$ cat src/design/bmp_pkg.sv
`timescale 1ns / 1ps
`default_nettype none
// ----------------------------------------------------------------------------
// bmp_pkg
// Shared types, field codes and format tables of the manifest parser.
// ----------------------------------------------------------------------------
package bmp_pkg;

    // field codes, also used as the parser phase
    localparam logic [4:0] F_VERSION        = 5'd0;
    localparam logic [4:0] F_CODEC_LEN      = 5'd3;
    localparam logic [4:0] F_CODEC_BYTE     = 5'd4;
    localparam logic [4:0] F_DIGEST_LEN     = 5'd5;
    localparam logic [4:0] F_DIGEST_BYTE    = 5'd6;
    localparam logic [4:0] F_HAS_HEADER     = 5'd7;
    localparam logic [4:0] F_VOL_X          = 5'd8;
    localparam logic [4:0] F_CHUNK_COUNT    = 5'd15;
    localparam logic [4:0] F_CHUNK_DIG_LEN  = 5'd16;
    localparam logic [4:0] F_CHUNK_DIG_BYTE = 5'd17;
    localparam logic [4:0] F_CHUNK_STORED   = 5'd18;
    localparam logic [4:0] F_ELEM_END       = 5'd27;
    localparam logic [4:0] CODE_STATUS      = 5'd28;
    localparam logic [4:0] PH_MAGIC         = 5'd28;

    // parse status codes
    localparam logic [2:0] ST_PROGRESS    = 3'd0;
    localparam logic [2:0] ST_COMPLETE    = 3'd1;
    localparam logic [2:0] ST_BAD_MAGIC   = 3'd2;
    localparam logic [2:0] ST_BAD_VERSION = 3'd3;
    localparam logic [2:0] ST_TRUNCATED   = 3'd4;

    // outcome latch codes
    localparam logic [1:0] OUT_PARSING     = 2'd0;
    localparam logic [1:0] OUT_COMPLETE    = 2'd1;
    localparam logic [1:0] OUT_BAD_MAGIC   = 2'd2;
    localparam logic [1:0] OUT_BAD_VERSION = 2'd3;

    typedef struct packed {
        logic [4:0]  code;
        logic [63:0] value;
        logic [31:0] recnum;
        logic [2:0]  status;
    } t_rec;

    // what one input byte leaves for the back end
    typedef struct packed {
        logic has_rec;
        logic has_trunc;
        t_rec rec;
    } t_bundle;

    function automatic logic [7:0] magic_byte(input logic [1:0] idx);
        logic [7:0] b;
        case (idx)
            2'd0:    b = 8'h43;
            2'd1:    b = 8'h56;
            2'd2:    b = 8'h42;
            default: b = 8'h31;
        endcase
        return b;
    endfunction

    // byte length of each fixed field
    function automatic logic [3:0] field_len(input logic [4:0] code);
        logic [3:0] n;
        case (code)
            5'd0, 5'd1, 5'd3, 5'd5, 5'd11, 5'd15, 5'd16, 5'd18, 5'd25: n = 4'd4;
            5'd4, 5'd6, 5'd7, 5'd17:                                   n = 4'd1;
            default:                                                   n = 4'd8;
        endcase
        return n;
    endfunction

endpackage
`default_nettype wire

$ cat src/design/brick_manifest_parser.sv
`timescale 1ns / 1ps
`default_nettype none
// ----------------------------------------------------------------------------
// brick_manifest_parser
// Streaming byte decoder for brick manifest messages, one record per field.
// ----------------------------------------------------------------------------
// Takes one manifest byte per cycle while o_stall is low and gives one record
// per decoded field or string byte, plus a status-only record on an error or
// truncation. The parser updates its state on every accepted byte, so input
// runs at one byte a cycle while o_stall is low; a byte that ends a message
// early while a field completes yields two records, and the output register
// moves one record a cycle while i_stall is low. A queue of QUEUE_DEPTH record
// bundles lets the input carry on while the output is stalled; o_stall rises
// only when that queue is full; records go through the queue to the output.
module brick_manifest_parser #(
    parameter int QUEUE_DEPTH = 4
) (
    input  wire logic        i_clk,
    input  wire logic        i_rst_n,
    input  wire logic        i_valid,
    output logic             o_stall,
    input  wire logic [7:0]  i_data_byte,
    input  wire logic        i_end_of_message,
    output logic             o_valid,
    input  wire logic        i_stall,
    output logic [4:0]       o_field_code,
    output logic [63:0]      o_field_value,
    output logic [31:0]      o_record_number,
    output logic [2:0]       o_parse_status,
    output logic             o_final_of_run
);

    bmp_pkg::t_bundle push_data;
    bmp_pkg::t_bundle head;
    bmp_pkg::t_rec    out_rec;
    logic             push;
    logic             full;
    logic             pop;
    logic             empty;
    logic             accept;

    assign accept  = i_valid && !full;
    assign o_stall = full;

    bmp_front u_front (
        .i_clk            (i_clk),
        .i_rst_n          (i_rst_n),
        .i_accept         (accept),
        .i_data_byte      (i_data_byte),
        .i_end_of_message (i_end_of_message),
        .o_bundle         (push_data),
        .o_push           (push)
    );

    bmp_queue #(
        .DEPTH (QUEUE_DEPTH)
    ) u_queue (
        .i_clk   (i_clk),
        .i_rst_n (i_rst_n),
        .i_push  (push),
        .i_data  (push_data),
        .o_full  (full),
        .i_pop   (pop),
        .o_data  (head),
        .o_empty (empty)
    );

    bmp_back u_back (
        .i_clk   (i_clk),
        .i_rst_n (i_rst_n),
        .i_head  (head),
        .i_empty (empty),
        .o_pop   (pop),
        .o_valid (o_valid),
        .i_stall (i_stall),
        .o_rec   (out_rec),
        .o_final (o_final_of_run)
    );

    assign o_field_code    = out_rec.code;
    assign o_field_value   = out_rec.value;
    assign o_record_number = out_rec.recnum;
    assign o_parse_status  = out_rec.status;

endmodule
`default_nettype wire

$ cat src/design/bmp_front.sv
`timescale 1ns / 1ps
`default_nettype none
// ----------------------------------------------------------------------------
// bmp_front
// Parser state machine: takes one byte a cycle when accepted and classifies it
// into at most one field or status record plus an optional truncation record.
// ----------------------------------------------------------------------------
module bmp_front (
    input  wire logic            i_clk,
    input  wire logic            i_rst_n,
    input  wire logic            i_accept,
    input  wire logic [7:0]      i_data_byte,
    input  wire logic            i_end_of_message,
    output bmp_pkg::t_bundle     o_bundle,
    output logic                 o_push
);

    logic [4:0]  r_phase,   n_phase;
    logic [2:0]  r_bp,      n_bp;
    logic [63:0] r_acc,     n_acc;
    logic [31:0] r_left,    n_left;
    logic [31:0] r_total,   n_total;
    logic [31:0] r_cnt,     n_cnt;
    logic        r_hdr,     n_hdr;
    logic [1:0]  r_outcome, n_outcome;

    bmp_pkg::t_bundle bundle;

    always_comb begin
        logic [3:0]  len;
        logic [63:0] acc_or;
        logic [2:0]  bp_inc;
        logic        fin;
        logic [63:0] fin_v;
        logic [31:0] left_dec;
        logic [31:0] cnt_inc;

        n_phase   = r_phase;
        n_bp      = r_bp;
        n_acc     = r_acc;
        n_left    = r_left;
        n_total   = r_total;
        n_cnt     = r_cnt;
        n_hdr     = r_hdr;
        n_outcome = r_outcome;

        bundle            = '0;
        fin               = 1'b0;
        fin_v             = '0;
        len               = bmp_pkg::field_len(r_phase);
        acc_or            = r_acc | ({56'd0, i_data_byte} << {r_bp, 3'b000});
        bp_inc            = r_bp + 3'd1;
        left_dec          = r_left - 32'd1;
        cnt_inc           = r_cnt + 32'd1;

        if (r_outcome == bmp_pkg::OUT_PARSING) begin
            if (r_phase >= bmp_pkg::PH_MAGIC) begin
                if (i_data_byte != bmp_pkg::magic_byte(r_bp[1:0])) begin
                    n_outcome          = bmp_pkg::OUT_BAD_MAGIC;
                    bundle.has_rec     = 1'b1;
                    bundle.rec.code    = bmp_pkg::CODE_STATUS;
                    bundle.rec.status  = bmp_pkg::ST_BAD_MAGIC;
                end else if (r_bp == 3'd3) begin
                    n_bp    = '0;
                    n_phase = bmp_pkg::F_VERSION;
                end else begin
                    n_bp = bp_inc;
                end
            end else if (len == 4'd1) begin
                fin   = 1'b1;
                fin_v = {56'd0, i_data_byte};
            end else if (bp_inc == len[2:0]) begin
                fin   = 1'b1;
                fin_v = acc_or;
                n_bp  = '0;
                n_acc = '0;
            end else begin
                n_acc = acc_or;
                n_bp  = bp_inc;
            end
        end

        if (fin) begin
            bundle.has_rec    = 1'b1;
            bundle.rec.code   = r_phase;
            bundle.rec.value  = fin_v;
            bundle.rec.recnum = (r_phase >= bmp_pkg::F_CHUNK_DIG_LEN) ? r_cnt : 32'd0;
            bundle.rec.status = bmp_pkg::ST_PROGRESS;
            case (r_phase)
                bmp_pkg::F_VERSION: begin
                    if (fin_v != 64'd1) begin
                        // bad version: status-only record carrying the version
                        n_outcome         = bmp_pkg::OUT_BAD_VERSION;
                        bundle.rec.code   = bmp_pkg::CODE_STATUS;
                        bundle.rec.status = bmp_pkg::ST_BAD_VERSION;
                    end else begin
                        n_phase = r_phase + 5'd1;
                    end
                end
                bmp_pkg::F_CODEC_LEN, bmp_pkg::F_DIGEST_LEN, bmp_pkg::F_CHUNK_DIG_LEN: begin
                    n_left  = fin_v[31:0];
                    // empty string skips the byte phase
                    n_phase = (fin_v[31:0] == 32'd0) ? r_phase + 5'd2 : r_phase + 5'd1;
                end
                bmp_pkg::F_CODEC_BYTE, bmp_pkg::F_DIGEST_BYTE,
                bmp_pkg::F_CHUNK_DIG_BYTE: begin
                    n_left = left_dec;
                    if (left_dec == 32'd0) begin
                        n_phase = r_phase + 5'd1;
                    end
                end
                bmp_pkg::F_HAS_HEADER: begin
                    n_hdr            = (fin_v != 64'd0);
                    bundle.rec.value = {63'd0, n_hdr};
                    n_phase          = n_hdr ? bmp_pkg::F_VOL_X : bmp_pkg::F_CHUNK_COUNT;
                end
                bmp_pkg::F_CHUNK_COUNT: begin
                    n_total = fin_v[31:0];
                    n_cnt   = '0;
                    if (fin_v[31:0] == 32'd0) begin
                        n_outcome         = bmp_pkg::OUT_COMPLETE;
                        bundle.rec.status = bmp_pkg::ST_COMPLETE;
                    end else begin
                        n_phase = bmp_pkg::F_CHUNK_DIG_LEN;
                    end
                end
                bmp_pkg::F_ELEM_END: begin
                    n_cnt = cnt_inc;
                    if (cnt_inc == r_total) begin
                        n_outcome         = bmp_pkg::OUT_COMPLETE;
                        bundle.rec.status = bmp_pkg::ST_COMPLETE;
                    end else begin
                        n_phase = bmp_pkg::F_CHUNK_DIG_LEN;
                    end
                end
                default: begin
                    n_phase = r_phase + 5'd1;
                end
            endcase
        end

        bundle.has_trunc = i_end_of_message && (n_outcome == bmp_pkg::OUT_PARSING);

        if (i_end_of_message) begin
            n_phase   = bmp_pkg::PH_MAGIC;
            n_bp      = '0;
            n_acc     = '0;
            n_left    = '0;
            n_total   = '0;
            n_cnt     = '0;
            n_hdr     = 1'b0;
            n_outcome = bmp_pkg::OUT_PARSING;
        end
    end

    always_ff @(posedge i_clk) begin
        if (!i_rst_n) begin
            r_phase   <= bmp_pkg::PH_MAGIC;
            r_bp      <= '0;
            r_acc     <= '0;
            r_left    <= '0;
            r_total   <= '0;
            r_cnt     <= '0;
            r_hdr     <= 1'b0;
            r_outcome <= bmp_pkg::OUT_PARSING;
        end else if (i_accept) begin
            r_phase   <= n_phase;
            r_bp      <= n_bp;
            r_acc     <= n_acc;
            r_left    <= n_left;
            r_total   <= n_total;
            r_cnt     <= n_cnt;
            r_hdr     <= n_hdr;
            r_outcome <= n_outcome;
        end
    end

    assign o_bundle = bundle;
    assign o_push   = i_accept && (bundle.has_rec || bundle.has_trunc);

endmodule
`default_nettype wire

$ cat src/design/bmp_queue.sv
`timescale 1ns / 1ps
`default_nettype none
// ----------------------------------------------------------------------------
// bmp_queue
// Small register FIFO of record bundles between parser and output stage.
// ----------------------------------------------------------------------------
module bmp_queue #(
    parameter int DEPTH = 4
) (
    input  wire logic             i_clk,
    input  wire logic             i_rst_n,
    input  wire logic             i_push,
    input  wire bmp_pkg::t_bundle i_data,
    output logic                  o_full,
    input  wire logic             i_pop,
    output bmp_pkg::t_bundle      o_data,
    output logic                  o_empty
);

    localparam int AW = (DEPTH > 1) ? $clog2(DEPTH) : 1;
    localparam int CW = $clog2(DEPTH + 1);

    bmp_pkg::t_bundle r_mem [DEPTH];
    logic [AW-1:0]    r_wr, r_rd;
    logic [CW-1:0]    r_count;

    function automatic logic [AW-1:0] ptr_next(input logic [AW-1:0] p);
        return (p == AW'(DEPTH - 1)) ? '0 : p + AW'(1);
    endfunction

    assign o_full  = (r_count == CW'(DEPTH));
    assign o_empty = (r_count == '0);
    assign o_data  = r_mem[r_rd];

    always_ff @(posedge i_clk) begin
        if (i_push) begin
            r_mem[r_wr] <= i_data;
        end
    end

    always_ff @(posedge i_clk) begin
        if (!i_rst_n) begin
            r_wr    <= '0;
            r_rd    <= '0;
            r_count <= '0;
        end else begin
            if (i_push) begin
                r_wr <= ptr_next(r_wr);
            end
            if (i_pop) begin
                r_rd <= ptr_next(r_rd);
            end
            if (i_push && !i_pop) begin
                r_count <= r_count + CW'(1);
            end else if (i_pop && !i_push) begin
                r_count <= r_count - CW'(1);
            end
        end
    end

endmodule
`default_nettype wire

$ cat src/design/bmp_back.sv
`timescale 1ns / 1ps
`default_nettype none
// ----------------------------------------------------------------------------
// bmp_back
// Output stage: unpacks each bundle into one or two records and holds the
// current record in an output register under the stall handshake.
// ----------------------------------------------------------------------------
module bmp_back (
    input  wire logic             i_clk,
    input  wire logic             i_rst_n,
    input  wire bmp_pkg::t_bundle i_head,
    input  wire logic             i_empty,
    output logic                  o_pop,
    output logic                  o_valid,
    input  wire logic             i_stall,
    output bmp_pkg::t_rec         o_rec,
    output logic                  o_final
);

    logic          r_valid;
    logic          r_pend;
    logic          r_final;
    bmp_pkg::t_rec r_rec;

    logic          take;
    logic          first_of_two;
    bmp_pkg::t_rec trunc_rec;

    assign take         = !r_valid || !i_stall;
    // field record still to go out ahead of the truncation record
    assign first_of_two = i_head.has_rec && !r_pend && i_head.has_trunc;
    assign o_pop        = take && !i_empty && !first_of_two;

    always_comb begin
        trunc_rec        = '0;
        trunc_rec.code   = bmp_pkg::CODE_STATUS;
        trunc_rec.status = bmp_pkg::ST_TRUNCATED;
    end

    always_ff @(posedge i_clk) begin
        if (take && !i_empty) begin
            if (i_head.has_rec && !r_pend) begin
                r_rec   <= i_head.rec;
                r_final <= !i_head.has_trunc;
            end else begin
                r_rec   <= trunc_rec;
                r_final <= 1'b1;
            end
        end
    end

    always_ff @(posedge i_clk) begin
        if (!i_rst_n) begin
            r_valid <= 1'b0;
            r_pend  <= 1'b0;
        end else if (take) begin
            r_valid <= !i_empty;
            if (!i_empty) begin
                r_pend <= first_of_two;
            end
        end
    end

    assign o_valid = r_valid;
    assign o_rec   = r_rec;
    assign o_final = r_final;

endmodule
`default_nettype wire
$ cat config.mk
export PLATFORM = sky130hd
export DESIGN_NAME = brick_manifest_parser
export DESIGN_NICKNAME = d
export VERILOG_FILES = /design/src/design/bmp_pkg.sv /design/src/design/brick_manifest_parser.sv /design/src/design/bmp_front.sv /design/src/design/bmp_queue.sv /design/src/design/bmp_back.sv
export SDC_FILE = /design/constraint.sdc
export NUM_CORES = 1
export LEC_CHECK = 0
export ABC_AREA = 1
export BUFFER_PORTS_ARGS = -buffer_cell sky130_fd_sc_hd__buf_4
export CAP_MARGIN = 20
export CORE_MARGIN = 4
export CORE_UTILIZATION = 48
export DETAILED_ROUTE_END_ITERATION = 10
export PLACE_DENSITY = 0.66
export SYNTH_ARGS = -nofsm -noshare
export SYNTH_HDL_FRONTEND = slang
export SYNTH_HIERARCHICAL = 1
export SYNTH_SLANG_ARGS = --single-unit
$ cat constraint.sdc
create_clock -name i_clk -period 6.1 [get_ports i_clk]
set_input_delay 0.61 -clock i_clk [delete_from_list [all_inputs] [get_ports i_clk]]
set_output_delay 0.61 -clock i_clk [all_outputs]
set_load 0.005 [all_outputs]
Word-level counts from Yosys, hierarchy flattened
Memory sizes are Yosys's and may differ from the RTL's. A register that Yosys moved wholly into a read port is not among the register bits.
Cells that the tools add are included.
Widths: inputs -> output; s select.

storage, ports and cells
  bits in latches = 0
  input port bits = 13
  RAM bits = 424
  output and inout port bits = 107
  memory bits (read-only) = 96
  memories kept = 2
  word-level logic and storage cells = 182
  register bits after elaboration = 284

operators by class
  bitwise logic cells = 2
  divide/modulo/power cells = 0
  shift operators = 1
  order comparisons = 2
  equality and inequality tests = 24
  muxes and demuxes = 83
  multipliers = 0
  $add $sub $neg = 9
  reduce and logical (&&, ||, !) cells = 42

memory list
  memory            depth  width  read ports  clocked after Yosys merged registers in  wr ports  line             source
  u_queue.r_mem     4      106    1           1                                        1         bmp_queue.sv:23  bmp_pkg::t_bundle r_mem [DEPTH];
  (name not given)  32     3      1           1                                        0         bmp_pkg.sv:66    case (code)

operators by type and width
  operator               count
  $mux 64                10
  $mux 32                8
  $pmux 32 s2            2
  $mux 104               1
  $mux 5                 18
  $logic_not 32->1       2
  $ne 64x1->1 const B    1
  $or 64x64->64          1
  $reduce_bool 64->1     1
  $shl 8x6->64           1
  $mux 3                 12
  $add 32x1->32 const B  1
  $eq 32x32->1           1
  $sub 32x1->32 const B  1
  $pmux 5 s6             1
  $mux 2                 14
  $pmux 7 s3             1
  $eq 5x3->1 const B     4
  $mux 8                 2
  $eq 5x5->1 const B     3
  $mux 1                 12
  $ge 5x5->1 const B     2
  $logic_and 1x1->1      9
  $logic_not 1->1        9
  other kinds (30)       46

Depth between registers and ports, before layout
Gate-level depths: netlist of run 1.

  word-level depth = 19
  mapped depth = 33
  mapped depth without buffers = 29

Hierarchy
Netlist of run 1, hierarchy kept.

modules (own cells, without submodules)
  module                 cells an instance  area an instance (um^2)  instances  sequential area each (um^2)
  bmp_queue              1083               16153.0                  1          12912.4
  bmp_front              2190               12822.3                  1          3463.3
  bmp_back               336                4638.2                   1          3193.1
  brick_manifest_parser  2                  10.0                     1          0.0

Worst setup path before layout of run 1
Ideal clock, no wire load.

  path type = flip-flop to flip-flop
  start = register u_front.r_bp[2]
  end = memory u_queue/r_mem[0][0] in the netlist's numbering (enable)
  arrival = 5.413 ns
  clock period less this slack = 5.873 ns
  stages on the path, launching flop included = 26
  required time = 5.640 ns
  path buffers = 5
  setup time = 0.460 ns
  path slack = 0.227 ns
  cell sequence = dfxtp_1 -> inv_2 -> buf_2 -> buf_4 -> clkbuf_1 -> ha_1 -> nor2_1 -> nor2_1 -> nand2_1 -> nor2_4 -> buf_6 -> buf_8 -> o21ai_2 -> nand2_2 -> nor2_4 -> nand3_2 -> nor2_2 -> nand3_1 -> nand2_2 -> nor2_1 -> inv_1 -> nand2_1 -> nor4_1 -> o21a_1 -> nand2_1 -> inv_1

RTL lines
  item                    line              source
  from (decl)             bmp_front.sv:19   logic [2:0] r_bp, n_bp;
  from (signal assigned)  bmp_front.sv:168  r_bp <= n_bp;
  to (decl)               bmp_queue.sv:23

==> results.txt, run 1 <==
The largest net degree at the start of global routing came out at 97. The total congestion overflow after global routing is 0. The number of failing hold endpoints at the final stage came to 0. The post-layout utilization of the core came out at around 54%.

In this run the critical register-to-register path is launched from u_front/r_bp[1]$_SDFFE_PN0P_. The clock tree from TritonCTS is built. The antenna cell count is 0. The mean routed wirelength per cell came out at 18.55 um. The synthesized area per cell came out at 9.311 um^2.

The via count of the first global-routing pass is roughly 24,000. The clock tree synthesis step divided the H-tree into 3 levels. The worst setup path is captured at a register.

The max-slew violation total from the final report came to 0. The area share of the largest cell type after synthesis came out at a little under half. The layout overhead on the synthesized area came out at 11.64%. Tracing the worst setup path back leads to its startpoint at u_front/r_bp[1]$_SDFFE_PN0P_. The synthesized design spends more area on one cell type than any other, namely sky130_fd_sc_hd__edfxtp_1.

The peak ir drop on the vdd network is between 0.3 and 0.4 mV. On the final layout, the worst clock skew is about 0.027 ns. Across all layers, the routed design uses 25,380 vias.

The clock-pin slew on the worst setup and hold paths is 0.06 ns. The wire length of the first global-routing pass is ~130,000 um. Synthesis produced a netlist with a net count of ~3,600. The worst hold margin came out at around 0.29 ns.

The height of the die came out at 272.7 um. CTS placed an instance of sky130_fd_sc_hd__clkbuf_16 at the clock tree root. The placed wire-length estimate after detailed placement came out at about 58,000 um. Setup repair after global routing left no endpoint under its margin.

The first routing iteration left between 2,000 and 3,000 violations. After detailed routing, the number of remaining DRC violations is 0. The transition time at the pin with the least slew margin came out at ~1.0 ns. Pin placement for this block handled 120 I/O pins.

The peak fanout along the critical path came out at 56. In the post-synthesis netlist, the biggest area contributors are sky130_fd_sc_hd__edfxtp_1 (47%), sky130_fd_sc_hd__dfxtp_1 (11%), sky130_fd_sc_hd__nor2_1 (7.0%). The minimum clock period after layout is between 5 and 6 ns.

The overall die area came out at 74,350 um^2. The total of fill cells in the finished design is 6,099. The startpoint class of the critical path is a register. The total of endpoints with negative setup slack in the final report is 0. Cells with a size suffix above 1 make up a little under an eighth of the layout. The number of buffers between clock root and the deepest sink came out at 3. The clock latency on the worst-skew pair is between 0.6 and 0.7 ns. Including well taps, the total number of placed cells is 4,509. The synthesis warning total came out at 6. The type of the most critical hold path is in2reg. The critical path is of the reg2reg type. The leakage power is 14.03 nW. The worst slew slack as a fraction of its limit is 30.09%.

The finished layout cell area is ~38,000 um^2. The number of flip-flops and latches in the synthesized netlist is ~700. The die boundary width is 272.7 um.

The upper clock frequency limit is approximately 190 MHz. After routing, the total negative slack on setup checks comes to 0 ns. The data arrival time of the worst path came out at between 5 and 6 ns. The finished layout holds about 4,600 standard cells, fillers aside. Port buffering added 119 buffers. The floorplan step defined a core boundary enclosing 69,070 um^2. In the global route stage, overall resource usage came out at 22.63%. The global placer's final weighted congestion is between 0.9 and 1. The areal power density over the cells is about 420 nW/um^2. The clock buffer count from CTS came out at 75. The number of detailed-route iterations in the first pass came out at 6. The number of max-capacitance violations reported is 0. The number of buffers added for setup after CTS is 0. The synthesized instance count is between 3,000 and 4,000.

The number of sinks on the clock net came out at around 710. In the finished design, the share of the clock period the worst path needs comes to just under 90%. The netlist area before placement came out at roughly 34,000 um^2. The starting utilization of the core area is between 40% and 50%. The data required time at the worst endpoint is approximately 6.4 ns.

The placement row count is 96. The run finished with clean final reports. The number of antenna violations at the first check in global routing came out at 1. Wires add up to about 86,000 um. The post-detailed-route count of antenna-violating nets came out at 0. The number of cells upsized or downsized after cts is 0. The vias per cell came out at roughly 5.5. The cts-stage hold buffer count is 0. The sequential fraction of the synthesis area came out at 58.20%. Leaving out fill and tap cells, the most frequent cell in the layout is sky130_fd_sc_hd__nor2_1. The post-layout net count came out at approximately 3,700. The worst hold path startpoint is i_stall. In the layout the commonest cells are sky130_fd_sc_hd__nor2_1 (626), sky130_fd_sc_hd__nand2_1 (556), sky130_fd_sc_hd__edfxtp_1 (529).

The cell area after placement came out at between 30,000 and 40,000 um^2. The unique cell type count in the Yosys netlist came out at 55.
==> per-layer routing <==
layer  track usage (%)  vias up  routed length [um]
li1                  -    12380                   -
met5                 0        -                   0
met2             34.86      809               38780
met1             33.91    12090               39920
met4             5.500        0                1587
met3             3.398      107                5895
==> final timing paths <==
kind	endpoint	slack (ns)	depth (start not counted)
worst max register to register	u_queue/r_mem[0][62]$_DFFE_PP_	0.81	25
worst max-delay path	u_queue/r_mem[0][62]$_DFFE_PP_	0.81	25
worst min-delay path	u_back/o_valid$_SDFFE_PN0P_	0.29	3
worst min register to register	u_front/r_acc[59]$_SDFFE_PN0P_	0.46	2
==> logic make-up after synthesis <==
| kind of cell | Yosys count | share of synthesized area, % |
|---|---|---|
| flops | 713 | 58.20 |
| other cells | 1 | 0.01115 |
| xor+xnor | 11 | 0.2865 |
| simple gates | 1613 | 21.64 |
| fa+ha+maj | 20 | 0.7666 |
| compound gates | 690 | 11.63 |
| buf+inv | 563 | 7.461 |
==> worst max-delay path: stages, from the launching register on <==
cell                      delay, ns
sky130_fd_sc_hd__dfxtp_1       0.72
sky130_fd_sc_hd__ha_1          0.34
sky130_fd_sc_hd__ha_1          0.29
sky130_fd_sc_hd__nand2_1       0.10
sky130_fd_sc_hd__nand2_1       0.06
sky130_fd_sc_hd__nor2_1        0.08
sky130_fd_sc_hd__nand2_1       0.10
sky130_fd_sc_hd__nor2_4        0.10
sky130_fd_sc_hd__buf_4         0.44
sky130_fd_sc_hd__nand2_1       0.21
sky130_fd_sc_hd__nand2_1       0.12
sky130_fd_sc_hd__nor2_1        0.04
sky130_fd_sc_hd__nand2_1       0.13
sky130_fd_sc_hd__nor2_2        0.09
sky130_fd_sc_hd__nand2_4       0.12
sky130_fd_sc_hd__inv_4         0.06
sky130_fd_sc_hd__nand2_1       0.07
sky130_fd_sc_hd__nand2_2       0.09
sky130_fd_sc_hd__nand3_1       0.09
sky130_fd_sc_hd__nand2_1       0.13
sky130_fd_sc_hd__nor4_1        0.26
sky130_fd_sc_hd__buf_4         0.20
sky130_fd_sc_hd__o21a_1        0.22
sky130_fd_sc_hd__nand2_1       0.12
sky130_fd_sc_hd__inv_4         0.39
sky130_fd_sc_hd__buf_12        0.33
==> metrics by stage <==
stage	setup slack (ns)	power [mW]
after global placement	1.128	11.09
final	0.8101	15.60
after floorplan	0.2271	9.807
after detailed placement	0.9293	11.15
after CTS	0.8913	15.72
after global routing	0.4501	16.44
==> where the power goes <==
group,switching (mW),internal (mW),leakage [nW]
Combinational,2.97,1.46,6.73
Sequential,0.322,6.28,6.07
Clock,1.86,2.71,1.22
Total,5.16,10.4,14.0
==> cell usage after synthesis, drive strengths merged <==
cell type and instances:
and2 2, nor4 2, clkinv 3, edfxtp 529
o31ai 2, o21ai 307, or2 32, fa 1
clkbuf 111, nor3 49, inv 366, a21boi 3
a32oi 1, buf 83, o211ai 7, a211oi 66
nand3 164, a31oi 52, o21bai 5, or3 3
nor2 711, xnor2 4, o22ai 108, nand4 71
nand2 574, and3 1, xor2 7, nand3b 4
conb 1, ha 19, o21a 2, a21oi 136
o221ai 1, dfxtp 184
==> final cells by class <==
type                    instances  area [um^2]  share of cell area [%]
repair buffers                161         1309                   3.486
clock buffers                 101         2120                   5.646
well taps                     931         1165                   3.103
inverters                     369         1408                   3.750
multi-input cells            2335        11590                   30.89
flip-flops and latches        713        19580                   52.15
clock inverters                37        366.6                  0.9766
==> state kept, by name (all words and copies together), names as in the netlist, named ones only <==
name               count
u_back/o_final         1
u_queue/r_rd           2
u_front/r_acc         64
u_queue/r_mem        424
u_queue/r_wr           2
u_front/r_phase        5
u_front/r_outcome      2
u_queue/r_count        3
u_back/o_rec         104
u_front/r_left        32
u_back/o_valid         1
u_back/r_pend          1
u_front/r_cnt         32
u_front/r_bp           3
u_front/r_total       32
No activity file was read; power rests on OpenSTA's default activity.
==> run 2, diff against run 1 <==
--- a/config.mk
+++ b/config.mk
@@ -10,8 +10,11 @@
 export CAP_MARGIN = 20
 export CORE_MARGIN = 4
 export CORE_UTILIZATION = 48
+export CTS_BUF_LIST = sky130_fd_sc_hd__clkbuf_16
 export DETAILED_ROUTE_END_ITERATION = 10
+export MAX_ROUTING_LAYER = met4
 export PLACE_DENSITY = 0.66
+export SETUP_SLACK_MARGIN = 0.02
 export SYNTH_ARGS = -nofsm -noshare
 export SYNTH_HDL_FRONTEND = slang
 export SYNTH_HIERARCHICAL = 1
==> results.txt, run 2 (synthesis gave the netlist of run 1 again) <==
The flow ran to the end, and the final reports show no timing, DRC or antenna violations. The clock latency on the worst-skew pair is slightly above 0.6 ns. The flip-flop count of the largest register after layout came out at approximately 420. STA classifies the critical path endpoint as a register.

The number of antenna violations at the first check in global routing is 0. The placement row count is 96. The critical path's largest stage delay is 0.70 ns. The number of failing hold endpoints at the final stage came out at 0.

The die covers around 74,000 um^2. The library cell used most frequently in the layout, excluding fill and tap cells, is sky130_fd_sc_hd__nor2_1. The vias per cell came out at approximately 5.5. VDD sags by at most 0.3195 mV. Across the run, the number of max-cap violations was 0. The first global-routing pass estimated between 100,000 and 150,000 um of wire. The largest net degree at the start of global routing came out at roughly 120.

The cell family contributing the most delay on the critical path is simple AND/OR/NAND/NOR gates. In this run the static leakage power is roughly 14 nW. The initial utilization of the core area, before any placement, comes to 48.68%. The layout overhead on the synthesized area is 11.20%. The clock skew after layout is ~0.02 ns. Power spread over the standard cell area amounts to around 410 nW/um^2. In this run the horizontal extent of the chip is 272.7 um.

The flip-flop and latch area came out at about 20,000 um^2. The detailed router placed roughly 25,000 vias in this run. Setup repair after global routing left no endpoint under its margin. The endpoint identified for the worst register-to-register timing path is u_queue/r_mem[2][60]$_DFFE_PP_.

The worst setup slack before clock tree synthesis came out at 0.8692 ns. The launch instance of the worst register-to-register path is u_front/r_bp[1]$_SDFFE_PN0P_. The number of cells on the critical path is 25. The post-layout utilization of the core came out at a little over half. In this design, the critical path's most frequently occurring cell is sky130_fd_sc_hd__nand2_1. The tightest min-delay check is of the in2reg type. The via count of the first global-routing pass came out at around 24,000. The number of instances on the worst hold path came out at 3.

The clock buffer count from CTS is 75. More flip-flops sit in one register than any other, and that register is u_queue/r_mem. Cells with a size suffix above 1 make up 11.50% of the layout.

The number of buffers and inverters on the critical path is 5. The transition time at the pin with the least slew margin is around 1.0 ns. The clock tree synthesis step divided the H-tree into 3 levels. The number of buffers added for setup after CTS came out at 0. The worst slew slack as a fraction of its limit came out at a little under a third. The number of buffers added on ports is 119. The worst-case reg-to-reg path depth is 25.

The total of fill cells in the finished design is roughly 6,100. The worst setup path is launched from a register. Summing all multi-input logic gate instances after layout gives ~12,000 um^2. Timing would allow up to 188.2 MHz. In the finished design, the share of the clock period the worst path needs comes to between 80% and 90%. The total track usage came out at between 20% and 30%.

Among all stages on the critical path, the largest delay is contributed by sky130_fd_sc_hd__dfxtp_1. In the layout the commonest cells are sky130_fd_sc_hd__nor2_1 (626), sky130_fd_sc_hd__nand2_1 (556), sky130_fd_sc_hd__edfxtp_1 (529). The critical path ends at u_queue/r_mem[2][60]$_DFFE_PP_.

The worst setup path is of the reg2reg kind. The repair_antennas step left the layout with diodes totalling 0. TritonCTS built the clock tree. The height of the die came out at approximately 270 um. Clock tree synthesis found a total of 713 sinks.

Clock-pin slew was measured on the worst setup and hold paths at around 0.060 ns. The total congestion overflow after global routing is 0. No sink is reached through more buffers than the 3 on the longest clock path. The mean routed wirelength per cell is 18.44 um.

The max-slew violation total from the final report is 0. The global placer's final weighted congestion came out at roughly 0.97. The final layout contains between 3,000 and 4,000 nets. The first detailed-routing pass ran for 6 iterations. Of all nets on the critical path, the largest fanout is slightly below 60. Hold repair after CTS inserted 0 buffers. For this run, design rule violations remaining after detail routing come to 0.

Setup total negative slack on the finished layout was measured at 0 ns. The most critical setup path has its startpoint at u_front/r_bp[1]$_SDFFE_PN0P_. The total of endpoints with negative setup slack in the final report is 0. After layout, the worst setup slack is 0.7851 ns.

The detail route stage leaves a number of antenna-violating nets equal to 0. The data required time at the worst endpoint is around 6.4 ns. The number of DRC violations after detailed-routing iteration 0 is 2,519. The setup slack of the most critical reg-to-reg path came out at about 0.79 ns. In this run the clock root is driven by a sky130_fd_sc_hd__clkbuf_16. The smallest clock period supported by the final layout is computed as approximately 5.3 ns. The total wire length is 85,650 um. Once the clock tree was built, the resizer swapped 0 gates to a different size. The placed wire-length estimate after detailed placement came out at ~57,000 um.

The data arrival time of the worst path is ~5.6 ns. The boundary pin count is 120. The core region is between 60,000 and 70,000 um^2.
[run 2: cell count changes in the layout (fill, tap and decap cells not counted), sizes merged]
cell and delta:
buf -1, clkbuf -25, clkinv +1, inv +22
[run 2: area by class of cell]
type,instances,area share [%]
Sequential cell,713,52.36
Multi-Input combinational cell,2335,31.01
Clock buffer,76,5.086
Inverter,369,3.765
Timing Repair Buffer,160,3.447
Tap cell,931,3.115
Clock inverter,60,1.221
[run 2: worst min-delay path by stage]
stage	from	end	slack [ns]
after global routing	i_stall	u_back/o_valid$_SDFFE_PN0P_	0.29
after detailed placement	u_front/r_acc[8]$_SDFFE_PN0P_	u_front/r_acc[8]$_SDFFE_PN0P_	0.45
after floorplan	u_front/r_acc[32]$_SDFFE_PN0P_	u_front/r_acc[32]$_SDFFE_PN0P_	0.43
after CTS	i_stall	u_back/o_valid$_SDFFE_PN0P_	0.27
final	i_stall	u_back/o_valid$_SDFFE_PN0P_	0.31
after global placement	u_front/r_acc[13]$_SDFFE_PN0P_	u_front/r_acc[13]$_SDFFE_PN0P_	0.44
[run 2: per-stage QoR]
| stage | cell area (um^2) | power, mW | hold slack, ns | cells |
|---|---|---|---|---|
| after floorplan | 33620 | 9.807 | 0.4290 | 3611 |
| after global placement | 35030 | 11.09 | 0.4403 | 4508 |
| after detailed placement | 35030 | 11.14 | 0.4469 | 4508 |
| after CTS | 37390 | 15.54 | 0.2744 | 4644 |
| after global routing | 37390 | 16.27 | 0.2905 | 4644 |
| final | 37390 | 15.41 | 0.3066 | 4644 |
[run 2: per-layer routing]
layer  share of wire [%]  global-route usage, %  vias up  routed length, um
li1                    -                      -    12370                  -
met1                  46                  33.12    12080              39250
met2                  45                  35.01      868              38650
met3                 6.9                  3.468      104               5939
met4                 2.1                  6.086        0               1810
met5                   0                      -        -                  0
[run 2: worst register-to-register path: cells and delay by family (launching register included)]
family                     cells  cell delay, ns
and+or+nand+nor               17            1.92
buffers and inverters          5            1.41
DFF                            1            0.70
adders and majority gates      2            0.61
AOI/OAI and AO/OA              1            0.23
[run 2: power by group]
part | total [mW] | internal [mW] | switching [mW]
sequential | 6.61 | 6.28 | 0.332
clock | 4.39 | 2.53 | 1.87
combinational | 4.40 | 1.45 | 2.95
total | 15.4 | 10.3 | 5.15
